[config.mk]
export PLATFORM = sky130hd
export DESIGN_NAME = sorted_set_union_merge
export DESIGN_NICKNAME = d
export VERILOG_FILES = /design/src/design/ssu_pkg.sv /design/src/design/ssu_ram.sv /design/src/design/ssu_ctrl.sv /design/src/design/ssu_dpath.sv /design/src/design/sorted_set_union_merge.sv
export SDC_FILE = /design/constraint.sdc
export NUM_CORES = 2
export LEC_CHECK = 0
export BUFFER_PORTS_ARGS = -buffer_cell sky130_fd_sc_hd__buf_2
export CAP_MARGIN = 20
export CORE_MARGIN = 2
export CORE_UTILIZATION = 40
export DETAILED_ROUTE_END_ITERATION = 16
export GPL_TIMING_DRIVEN = 0
export HOLD_SLACK_MARGIN = 0.06
export PLACE_DENSITY = 0.51
export RECOVER_POWER = 25
export SLEW_MARGIN = 20
export SYNTH_ARGS = -nofsm -noshare
export SYNTH_HDL_FRONTEND = slang
export SYNTH_SLANG_ARGS = --single-unit
[constraint.sdc]
create_clock -name clk -period 7.3 [get_ports clk]
set_input_delay 0.73 -clock clk [delete_from_list [all_inputs] [get_ports clk]]
set_output_delay 0.73 -clock clk [all_outputs]
set_load 0.02 [all_outputs]
[src/design/ssu_pkg.sv]
// Shared types and constants for the sorted set union merge block.
// No dependencies; used by every module of the block except ssu_ram.
`timescale 1ns / 1ps

package ssu_pkg;

  localparam int VALUE_W    = 32;
  localparam int FUNC_W     = 2;
  localparam int POS_W      = 6;
  localparam int IN_DATA_W  = 32;
  localparam int OUT_DATA_W = 40;

  typedef enum logic [FUNC_W-1:0] {
    FUNC_LOAD_A = 2'd0,
    FUNC_LOAD_B = 2'd1,
    FUNC_MERGE  = 2'd2
  } func_t;

  // controller to datapath
  typedef struct packed {
    logic load_a;
    logic load_b;
    logic start;
    logic step;
  } ssu_cmd_t;

  // datapath to controller
  typedef struct packed {
    logic out_free;
    logic last_step;
  } ssu_sts_t;

endpackage

[src/design/ssu_ram.sv]
// Generic single-write, single-read RAM with registered read data.
// No dependencies.
`timescale 1ns / 1ps

module ssu_ram #(
  parameter int WIDTH  = 32,
  parameter int DEPTH  = 32,
  parameter int ADDR_W = 5
) (
  input  logic              clk,
  input  logic              wr_en,
  input  logic [ADDR_W-1:0] wr_addr,
  input  logic [WIDTH-1:0]  wr_data,
  input  logic [ADDR_W-1:0] rd_addr,
  output logic [WIDTH-1:0]  rd_data
);

  logic [WIDTH-1:0] mem_r [DEPTH];
  logic [WIDTH-1:0] rd_data_r;

  always_ff @(posedge clk) begin
    if (wr_en) begin
      mem_r[wr_addr] <= wr_data;
    end
    rd_data_r <= mem_r[rd_addr];
  end

  assign rd_data = rd_data_r;

endmodule

[src/design/ssu_ctrl.sv]
// Controller for the sorted set union merge: decodes input beats and runs
// the merge walk. Depends on ssu_pkg.
`timescale 1ns / 1ps

module ssu_ctrl (
  input  logic                         clk,
  input  logic                         rst_n,
  input  logic                         in_tvalid,
  input  logic [ssu_pkg::FUNC_W-1:0]   func,
  output logic                         in_tready,
  input  ssu_pkg::ssu_sts_t            sts,
  output ssu_pkg::ssu_cmd_t            cmd
);

  import ssu_pkg::*;

  typedef enum logic {
    ST_IDLE,
    ST_MERGE
  } state_t;

  state_t state_r, state_nxt;
  logic   in_fire;

  assign in_tready = (state_r == ST_IDLE);
  assign in_fire   = in_tvalid && in_tready;

  always_comb begin
    cmd       = '0;
    state_nxt = state_r;
    case (state_r)
      ST_IDLE: begin
        if (in_fire) begin
          case (func_t'(func))
            FUNC_LOAD_A: cmd.load_a = 1'b1;
            FUNC_LOAD_B: cmd.load_b = 1'b1;
            FUNC_MERGE: begin
              cmd.start = 1'b1;
              state_nxt = ST_MERGE;
            end
            default: ;
          endcase
        end
      end
      ST_MERGE: begin
        // one union element per cycle while the output register has room
        cmd.step = sts.out_free;
        if (sts.last_step) begin
          state_nxt = ST_IDLE;
        end
      end
      default: state_nxt = ST_IDLE;
    endcase
  end

  always_ff @(posedge clk) begin
    if (!rst_n) begin
      state_r <= ST_IDLE;
    end else begin
      state_r <= state_nxt;
    end
  end

endmodule

[src/design/ssu_dpath.sv]
// Datapath for the sorted set union merge: list memories, counts, walk
// indexes, head compare and output register. Depends on ssu_pkg, ssu_ram.
`timescale 1ns / 1ps

module ssu_dpath #(
  parameter int LIST_DEPTH = 32,
  parameter int CNT_W      = 6,
  parameter int ADDR_W     = 5
) (
  input  logic                          clk,
  input  logic                          rst_n,
  input  logic [ssu_pkg::VALUE_W-1:0]   value,
  input  ssu_pkg::ssu_cmd_t             cmd,
  output ssu_pkg::ssu_sts_t             sts,
  output logic                          out_tvalid,
  input  logic                          out_tready,
  output logic [ssu_pkg::VALUE_W-1:0]   value_res,
  output logic [ssu_pkg::POS_W-1:0]     position,
  output logic                          last,
  output logic                          is_empty
);

  import ssu_pkg::*;

  logic [CNT_W-1:0]   count_a_r, count_b_r;
  logic [CNT_W-1:0]   na_r, nb_r;
  logic [CNT_W-1:0]   i_r, i_nxt, j_r, j_nxt;
  logic [POS_W-1:0]   pos_r;
  logic [VALUE_W-1:0] rd_a, rd_b;
  logic               wr_a, wr_b;
  logic               a_left, b_left, take_a, take_b, empty_u, last_u;
  logic [VALUE_W-1:0] head_v;

  logic               out_valid_r;
  logic [VALUE_W-1:0] out_value_r;
  logic [POS_W-1:0]   out_pos_r;
  logic               out_last_r, out_empty_r;

  assign wr_a = cmd.load_a && (count_a_r < CNT_W'(LIST_DEPTH));
  assign wr_b = cmd.load_b && (count_b_r < CNT_W'(LIST_DEPTH));

  // read address follows the next index so the head is ready each cycle
  ssu_ram #(.WIDTH(VALUE_W), .DEPTH(LIST_DEPTH), .ADDR_W(ADDR_W)) u_ram_a (
    .clk     (clk),
    .wr_en   (wr_a),
    .wr_addr (count_a_r[ADDR_W-1:0]),
    .wr_data (value),
    .rd_addr (i_nxt[ADDR_W-1:0]),
    .rd_data (rd_a)
  );

  ssu_ram #(.WIDTH(VALUE_W), .DEPTH(LIST_DEPTH), .ADDR_W(ADDR_W)) u_ram_b (
    .clk     (clk),
    .wr_en   (wr_b),
    .wr_addr (count_b_r[ADDR_W-1:0]),
    .wr_data (value),
    .rd_addr (j_nxt[ADDR_W-1:0]),
    .rd_data (rd_b)
  );

  assign a_left  = (i_r < na_r);
  assign b_left  = (j_r < nb_r);
  assign empty_u = !a_left && !b_left;
  // equal heads take both
  assign take_a  = a_left && (!b_left || ($signed(rd_a) <= $signed(rd_b)));
  assign take_b  = b_left && (!a_left || ($signed(rd_b) <= $signed(rd_a)));
  assign head_v  = empty_u ? '0 : (take_a ? rd_a : rd_b);

  always_comb begin
    i_nxt  = i_r;
    j_nxt  = j_r;
    last_u = 1'b0;
    if (cmd.step) begin
      last_u = empty_u ||
               (((i_r + CNT_W'(take_a)) == na_r) && ((j_r + CNT_W'(take_b)) == nb_r));
      if (last_u) begin
        i_nxt = '0;
        j_nxt = '0;
      end else begin
        i_nxt = i_r + CNT_W'(take_a);
        j_nxt = j_r + CNT_W'(take_b);
      end
    end
  end

  assign sts.out_free  = !out_valid_r || out_tready;
  assign sts.last_step = cmd.step && last_u;

  always_ff @(posedge clk) begin
    if (!rst_n) begin
      count_a_r   <= '0;
      count_b_r   <= '0;
      na_r        <= '0;
      nb_r        <= '0;
      i_r         <= '0;
      j_r         <= '0;
      pos_r       <= '0;
      out_valid_r <= 1'b0;
    end else begin
      i_r <= i_nxt;
      j_r <= j_nxt;
      if (cmd.start) begin
        na_r      <= count_a_r;
        nb_r      <= count_b_r;
        count_a_r <= '0;
        count_b_r <= '0;
        pos_r     <= '0;
      end else begin
        if (wr_a) count_a_r <= count_a_r + CNT_W'(1);
        if (wr_b) count_b_r <= count_b_r + CNT_W'(1);
      end
      if (cmd.step) begin
        pos_r       <= pos_r + POS_W'(1);
        out_valid_r <= 1'b1;
      end else if (out_tready) begin
        out_valid_r <= 1'b0;
      end
    end
  end

  always_ff @(posedge clk) begin
    if (cmd.step) begin
      out_value_r <= head_v;
      out_pos_r   <= pos_r;
      out_last_r  <= last_u;
      out_empty_r <= empty_u;
    end
  end

  assign out_tvalid = out_valid_r;
  assign value_res  = out_value_r;
  assign position   = out_pos_r;
  assign last       = out_last_r;
  assign is_empty   = out_empty_r;

endmodule

[src/design/sorted_set_union_merge.sv]
// Top level of the sorted set union merge: stream ports, controller and
// datapath. Depends on ssu_pkg, ssu_ctrl, ssu_dpath (and ssu_ram below it).
//
//  channel | dir | tdata                              | tuser      | tlast
//  --------+-----+------------------------------------+------------+-----------
//  in_     | in  | [31:0] value                       | [1:0] func | -
//  out_    | out | [31:0] value_res, [37:32] position | [0] empty  | last
//
// load beats can be taken back to back; a merge beat starts a walk that emits
// one union element per step (a single empty element for an empty union); the
// walk reads one head per list ram per cycle
// results leave through an output register, so a stalled out_ side only
// holds the walk; reset clears the counts, list contents need no clearing
// input beats are refused while a merge walk is running
`timescale 1ns / 1ps

module sorted_set_union_merge #(
  parameter int LIST_DEPTH = 32
) (
  input  logic                              clk,
  input  logic                              rst_n,
  input  logic                              in_tvalid,
  output logic                              in_tready,
  input  logic [ssu_pkg::IN_DATA_W-1:0]     in_tdata,   // [31:0] value
  input  logic [ssu_pkg::FUNC_W-1:0]        in_tuser,   // [1:0] func
  output logic                              out_tvalid,
  input  logic                              out_tready,
  output logic [ssu_pkg::OUT_DATA_W-1:0]    out_tdata,  // [31:0] value_res, [37:32] position
  output logic [0:0]                        out_tuser,  // [0] is_empty
  output logic                              out_tlast
);

  import ssu_pkg::*;

  localparam int CNT_W  = $clog2(LIST_DEPTH + 1);
  localparam int ADDR_W = (LIST_DEPTH > 1) ? $clog2(LIST_DEPTH) : 1;

  ssu_cmd_t           cmd;
  ssu_sts_t           sts;
  logic [VALUE_W-1:0] value_res;
  logic [POS_W-1:0]   position;
  logic               is_empty;

  ssu_ctrl u_ctrl (
    .clk       (clk),
    .rst_n     (rst_n),
    .in_tvalid (in_tvalid),
    .func      (in_tuser),
    .in_tready (in_tready),
    .sts       (sts),
    .cmd       (cmd)
  );

  ssu_dpath #(
    .LIST_DEPTH (LIST_DEPTH),
    .CNT_W      (CNT_W),
    .ADDR_W     (ADDR_W)
  ) u_dpath (
    .clk        (clk),
    .rst_n      (rst_n),
    .value      (in_tdata[VALUE_W-1:0]),
    .cmd        (cmd),
    .sts        (sts),
    .out_tvalid (out_tvalid),
    .out_tready (out_tready),
    .value_res  (value_res),
    .position   (position),
    .last       (out_tlast),
    .is_empty   (is_empty)
  );

  assign out_tdata = {{(OUT_DATA_W - VALUE_W - POS_W){1'b0}}, position, value_res};
  assign out_tuser = is_empty;

endmodule

# Word-level counts from Yosys, hierarchy flattened
# Memories as Yosys holds them, arrays and structs flattened. A register that Yosys moved wholly into a read port is not among the register bits.
# Index checks and enable logic that the tools add are counted.
[classes]
n_lt_le_gt_ge = 6
reduce_logical = 19
add_sub_neg = 5
n_eq_ne = 4
n_mux = 23
bitwise_logic = 2
[op_table]
columns = ["cell", "n"]
rows = [
  ["32-bit <= comparator", 2],
  ["32-bit 2-to-1 mux", 1],
  ["6-bit 2-to-1 mux", 4],
  ["6-bit by 1-bit adder with 6-bit output (second input constant)", 3],
  ["1-bit 2-to-1 mux", 13],
  ["6-bit by 1-bit adder with 6-bit output", 2],
  ["6-bit == test", 2],
  ["6-bit < comparator", 2],
  ["6-bit < comparator (second input constant)", 2],
  ["5-bit 2-to-1 mux", 2],
  ["1-bit logical AND", 8],
  ["3-bit 2-to-1 mux", 2],
  ["1-bit logical OR", 4],
  ["2-bit nonzero test", 2],
  ["1-bit logical NOT", 3],
  ["2-bit by 1-bit == test with 1-bit output (second input constant)", 1],
  ["2-bit == test (second input constant)", 1],
  ["2-bit logical NOT", 1],
  ["1-bit inverter", 2],
  ["1-bit one-hot mux with 2 select lines", 1],
  ["2-bit OR reduction", 1],
]
[word_totals]
inputBits = 38
regBits = 84
word_cells = 76
out_inout_bits = 44
ramBits = 2048
mem_count = 2
[memory_table]
columns = ["name", "words", "width", "read_ports", "rd_ports_with_merged_regs", "write_ports", "line_no", "text"]
rows = [
  ["u_dpath.u_ram_a.mem_r", 32, 32, 1, 1, 1, "ssu_ram.sv:18", "logic [WIDTH-1:0] mem_r [DEPTH];"],
  ["u_dpath.u_ram_b.mem_r", 32, 32, 1, 1, 1, "ssu_ram.sv:18", ""],
]

# Depth between registers and ports, before layout
[logic_depth]
depth_word = 12
mapped_depth = 26
ltp_nobuf = 23

# Modules after synthesis
# From an unflattened synthesis, not the netlist that was laid out.
[unflattened]
cells_unflattened = 5047
hier_area_um2 = 86150.1
[by_module_without_submodules]
columns = ["module", "cells_each", "seq_area_each_um2", "n_inst", "area_each_um2"]
rows = [
  ["ssu_ram", 2260, 31390.1, 2, 40485.1],
  ["ssu_dpath", 516, 2062.0, 1, 5079.9],
  ["ssu_ctrl", 8, 20.0, 1, 81.3],
  ["sorted_set_union_merge", 3, 0.0, 1, 18.8],
]

# Worst setup path after synthesis
# Ideal clock, no wire load.
[synth_path]
kind = "reg-to-reg"
from = "register u_dpath.u_ram_b.rd_data_r[13], in the netlist u_dpath.u_ram_b.rd_data[13] (read register of u_dpath.u_ram_b.mem_r)"
to = "register u_dpath.u_ram_a.rd_data_r[30], in the netlist u_dpath.u_ram_a.rd_data[30] (read register of u_dpath.u_ram_a.mem_r)"
arrival_time_ns = 5.327
n_path_buf = 3
period_less_slack_ns = 5.446
setup_time_ns = 0.120
path_slack_ns = 1.854
path_stages_with_launch = 25
required_time_ns = 7.180
path_cell_list = "dfxtp_1 > inv_1 > ha_1 > a21o_1 > a21o_1 > a21oi_1 > o21ai_0 > a221oi_1 > o21ai_0 > or3_1 > a31oi_1 > clkbuf_1 > ha_1 > ha_1 > nand3b_1 > a221o_1 > a2111oi_2 > nand3_2 > a32o_1 > buf_2 > buf_6 > nor3_1 > a2111oi_0 > or4_1 > o31a_1"
[synth_between]
elab_chain_cells = 9
elab_cells_between_ends = 14
classes_between = "add/sub (2); order compare (2); eq/ne (2); mux (2); reduce/logical (6)"
[synth_lines]
columns = ["element", "line_no", "text"]
rows = [
  ["from (decl)", "ssu_ram.sv:19", "logic [WIDTH-1:0] rd_data_r;"],
  ["32-bit <= comparator, on equally long branches", "ssu_dpath.sv:65, ssu_dpath.sv:66", ""],
  ["1-bit logical OR, on equally long branches", "ssu_dpath.sv:65, ssu_dpath.sv:66", ""],
  ["1-bit logical AND, on equally long branches", "ssu_dpath.sv:65, ssu_dpath.sv:66", ""],
  ["6-bit by 1-bit adder with 6-bit output, on equally long branches", "ssu_dpath.sv:75, ssu_dpath.sv:80", ""],
  ["6-bit == test", "ssu_dpath.sv:75", "(((i_r + CNT_W'(take_a)) == na_r) && ((j_r + CNT_W'(take_b)) == nb_r));"],
  ["1-bit logical AND", "ssu_dpath.sv:75", ""],
  ["1-bit logical OR", "ssu_dpath.sv:74", "last_u = empty_u ||"],
  ["6-bit 2-to-1 mux (*)", "ssu_dpath.sv:76", "if (last_u) begin"],
  ["5-bit 2-to-1 mux (*)", "ssu_dpath.sv:73", "if (cmd.step) begin"],
  ["to (decl)", "ssu_ram.sv:19", ""],
]
# Every way passes the cells marked *; elsewhere a longest branch is shown, timed or not.
# A chain may end at the register's enable or synchronous reset.

# Final worst setup path
[layout_path]
from = "register u_dpath.u_ram_b.rd_data_r[31], in the netlist u_dpath.u_ram_b.rd_data[31] (read register of u_dpath.u_ram_b.mem_r)"
to = "register u_dpath.u_ram_a.rd_data_r[31], in the netlist u_dpath.u_ram_a.rd_data[31] (read register of u_dpath.u_ram_a.mem_r)"
# Same word-level chain as after synthesis.

==> metrics.txt <==
maximum fanout along the worst path 10; GRT Resource Usage Total between 20 and 30%; Top Ports 82; Hold Fails Final Rpt 0; Critical Path RT roughly 8000 ps; hold buffers post-CTS 0; DRC 0; Fin Setup TNS 0 ps; # setup viols final 0; Clk pwr share 43.7%; clk sink count around 2200; EDFF count, synth about 2100; Seq cells post-synth ~2200; layout cells sized above 1 about 13%; Hold EP u_dpath.pos_r[2]$_SDFFE_PN0P_; Internal Power 20.20 mW; total congestion overflow 0; CTS clock-pin slew for the worst setup and hold paths 60 ps; fin crit period between 7000 and 8000 ps; R2R Setup Slk around 110 ps; Met1 Wirelength approximately 120 mm; Initial DRC Count approximately 6600; CP max stage delay about 500 ps; wire length on met2 ~140 mm; highest ir drop seen on vdd about 270 uV; Period Utilization, post-route 98.54%; worst rel slew slack -140.5%; largest net degree at the start of global routing 65; num rows around 170; max-slew violations between 1000 and 1500; Hold Crit Start rst_n; Post-synth top flop edfxtp_1; combinational group share of total power about 2%; Die Ht 466.0 um; vias in the first global route roughly 53000; Yosys cell types around 80; routed wire length approximately 290 mm; reg2reg start u_dpath.u_ram_b.rd_data[31]$_DFF_P_; TritonCTS Buffers approximately 230; P_sw 5.316 mW; Cells after DPL ~8800; WP buf/inv 6; routed wire length per instance slightly above 30 um; register area share after synthesis ~76%; first-pass GRT wire length 400.3 mm; ANT nets after route 0; DRT Pass-1 Iters 7; R2R Path End u_dpath.u_ram_a.rd_data[31]$_DFF_P_; post-layout util 47.10%; arrival time worst endpoint 7900 ps; Ys Warns 0; H-tree levels 4; Die W ~470 um; CTS root buffer clkbuf_16; R2R cell count 26; Nets 6343; initial core utilization roughly two fifths; RSZ-0062 raised after global routing false; Seq pwr share 54.2%; top layer in use met4; LEAKAGE 32.29 nW; port buffer count 79; Pwr Density ~260 nW/um2; status finished, violations left; slowest CP cell or3_4; FMAX 0.1390 GHz; Tightest Hold Check Type input pin to register; Worst path top cell family by delay simple AND/OR/NAND/NOR gates; failing checks max-capacitance violations, max-slew violations; CP Capture Type register; Layout area overhead 16.97%; Worst Tran Pin Value 3607 ps; WS Path Type register to register; initial antenna violation count 27; Syn Inst Count 5827; clk buf depth 3; clock skew ~35 ps; dpl hpwl 200.8 mm; Netlist Area Pre-Place around 85000 um2; detailed-route via count between 50000 and 60000; CTS tree yes; die footprint 217200 um2; Async SR Flop Fraction 0%; hold path cells 2; Core Region 212100 um2; synthesized area per cell approximately 15 um2; switch share a little over a fifth; Max-cap violations 30; DR vias/cell a little under 6; startpoint types register; routability congestion estimate roughly 0.9; CP Depth 26; Finished Layout Cells approximately 9000; Skew-Pair Late Insertion Delay approximately 870 ps; metal3 WL approximately 19 mm
## Yosys cell counts (all sizes together) (9+ instances only)
| cell | number | share of area, % |
|---|---|---|
| o32a | 62 | 0.73 |
| a32oi | 34 | 0.35 |
| o21ai | 12 | 0.070 |
| dfxtp | 108 | 2.5 |
| a22o | 34 | 0.35 |
| and3 | 102 | 0.75 |
| ha | 55 | 0.81 |
| o22ai | 248 | 1.8 |
| nor4b | 31 | 0.32 |
| inv | 53 | 0.23 |
| o2bb2ai | 62 | 0.64 |
| clkbuf | 311 | 1.4 |
| o211ai | 65 | 0.57 |
| mux2 | 63 | 0.83 |
| nand4 | 13 | 0.095 |
| o2111ai | 64 | 0.66 |
| a21oi | 89 | 0.52 |
| nand3 | 234 | 1.4 |
| a21o | 14 | 0.12 |
| a22oi | 33 | 0.29 |
| nand2 | 865 | 3.8 |
| o221ai | 125 | 1.3 |
| nor4 | 62 | 0.45 |
| mux2i | 42 | 0.49 |
| buf | 106 | 0.60 |
| nor2 | 399 | 1.8 |
| or3 | 9 | 0.066 |
| a21boi | 14 | 0.12 |
| nor2b | 10 | 0.073 |
| nor3 | 21 | 0.13 |
| a31oi | 263 | 1.9 |
| a222oi | 30 | 0.35 |
| edfxtp | 2088 | 73 |
| and2 | 10 | 0.073 |
| xnor2 | 17 | 0.17 |
## per-stage QoR
| stage | worst slack [ps] | hold WS [ps] | area [um2] | power (mW) |
|---|---|---|---|---|
| after floorplan | 1854 | 429.3 | 85400 | 14.20 |
| after global placement | -2941 | 448.7 | 89320 | 14.58 |
| after detailed placement | -2531 | 451.8 | 92300 | 14.64 |
| after CTS | 44.37 | 108.2 | 100300 | 25.66 |
| after global routing | 4.495 | 140.9 | 99870 | 26.14 |
| final | 106.6 | 159.2 | 99890 | 25.52 |
## logic make-up (layout without fill, tap and decap cells)
family                     Yosys count  in the layout  synth area share (%)
AOI/OAI and AO/OA                 1193           1193                 10.30
xor gates and xnor gates            26             26                0.2828
adders and majority gates           55             55                0.8059
buffers and inverters              471           1085                 2.204
DFF                               2196           2196                 75.96
muxes                              105            105                 1.323
other                                1             10              0.004391
and+or+nand+nor                   1780           1780                 9.124
## area by class of cell
class / count / area (um2)
fill: 18640 / 112200
buffer: 417 / 1818
inverter: 54 / 202.7
sequential: 2196 / 64860
clock inverter: 93 / 754.5
multi-input combinational: 3161 / 19970
antenna: 8 / 20.02
timing repair buffer: 194 / 2420
tap: 2821 / 3530
clock buffer: 327 / 6311
## cell usage in the layout, fill, tap and decap left out, types with 49 or more instances in the layout
| cell type | synthesis | layout |
|---|---|---|
| clkbuf_16 | 0 | 231 |
| edfxtp_1 | 2088 | 2088 |
| and3_1 | 102 | 95 |
| inv_1 | 52 | 52 |
| dfxtp_1 | 108 | 108 |
| nor2_4 | 0 | 67 |
| a21oi_1 | 89 | 86 |
| buf_2 | 76 | 115 |
| o2bb2ai_1 | 62 | 62 |
| clkbuf_1 | 311 | 376 |
| buf_12 | 0 | 49 |
| nand2_1 | 863 | 861 |
| ha_1 | 55 | 54 |
| clkbuf_2 | 0 | 56 |
| o211ai_1 | 65 | 65 |
| o221ai_1 | 125 | 125 |
| o32a_1 | 62 | 62 |
| o22ai_1 | 248 | 248 |
| nor2_1 | 397 | 331 |
| nand3_1 | 232 | 231 |
| a31oi_1 | 262 | 249 |
| nor4_1 | 62 | 62 |
## power groups by stage
stage | registers [mW] | clock network (mW) | logic (mW)
detailed placement | 14.1 | 0 | 0.548
CTS | 13.8 | 11.3 | 0.554
global placement | 14.1 | 0 | 0.470
floorplan | 14.1 | 0 | 0.105
global route | 13.8 | 11.8 | 0.545
finish | 13.8 | 11.2 | 0.522
## worst max path at each step
stage | startpoint | to
after CTS | u_dpath.u_ram_b.rd_data[31]$_DFF_P_ | u_dpath.u_ram_b.rd_data[8]$_DFF_P_
after global placement | u_dpath.u_ram_b.rd_data[31]$_DFF_P_ | u_dpath.u_ram_a.rd_data[7]$_DFF_P_
after global routing | u_dpath.u_ram_b.rd_data[31]$_DFF_P_ | u_dpath.u_ram_a.rd_data[31]$_DFF_P_
final | u_dpath.u_ram_b.rd_data[31]$_DFF_P_ | u_dpath.u_ram_a.rd_data[31]$_DFF_P_
after floorplan | u_dpath.u_ram_b.rd_data[13]$_DFF_P_ | u_dpath.u_ram_a.rd_data[30]$_DFF_P_
after detailed placement | u_dpath.u_ram_b.rd_data[31]$_DFF_P_ | u_dpath.u_ram_a.rd_data[6]$_DFF_P_
## state kept, by name, summed over array words and instances, names as in the netlist
| register | flops |
|---|---|
| u_dpath.u_ram_a.mem_r | 1024 |
| u_dpath.u_ram_b.mem_r | 1024 |
| u_dpath.u_ram_a.rd_data | 32 |
| u_dpath.u_ram_b.rd_data | 32 |
| u_dpath.value_res | 32 |
| u_dpath.count_a_r | 6 |
| u_dpath.count_b_r | 6 |
| u_dpath.i_r | 6 |
| u_dpath.j_r | 6 |
| u_dpath.na_r | 6 |
| u_dpath.nb_r | 6 |
| u_dpath.pos_r | 6 |
| u_dpath.position | 6 |
| u_ctrl.state_r | 1 |
| u_dpath.is_empty | 1 |
| u_dpath.last | 1 |
| u_dpath.out_tvalid | 1 |
## worst reg2reg max path, cell delays in order, from the launching register on
cell and delay, ps:
dfxtp_1 380, inv_1 60, ha_1 350, nand4_1 100, nor2_1 190, nand3_1 220, nor3_4 320, nand2_1 210
or3_4 500, and2_1 230, a31oi_4 160, clkbuf_8 230, ha_1 210, ha_2 260, xnor2_1 140, a221o_1 260
a21oi_1 120, and4_1 210, buf_2 180, nor2_1 150, buf_2 500, nand2_1 320, clkbuf_2 360, buf_1 380
a31oi_1 360, a31oi_1 170, a32oi_1 480
## layer usage
layer	global-route usage [%]	vias to the layer above
met2	42.74	2242
li1	-	23770
met1	34.78	27580
met4	10.69	0
met3	3.229	430
met5	0	-
## repair_timing
item | 4_1_cts | 5_1_grt
setup endpoints to repair | 74 | 47
resized for setup | 167 | 31
buffers inserted | 11 | 0
pin swaps | 8 | 2
(Power assumes the default switching activity.)
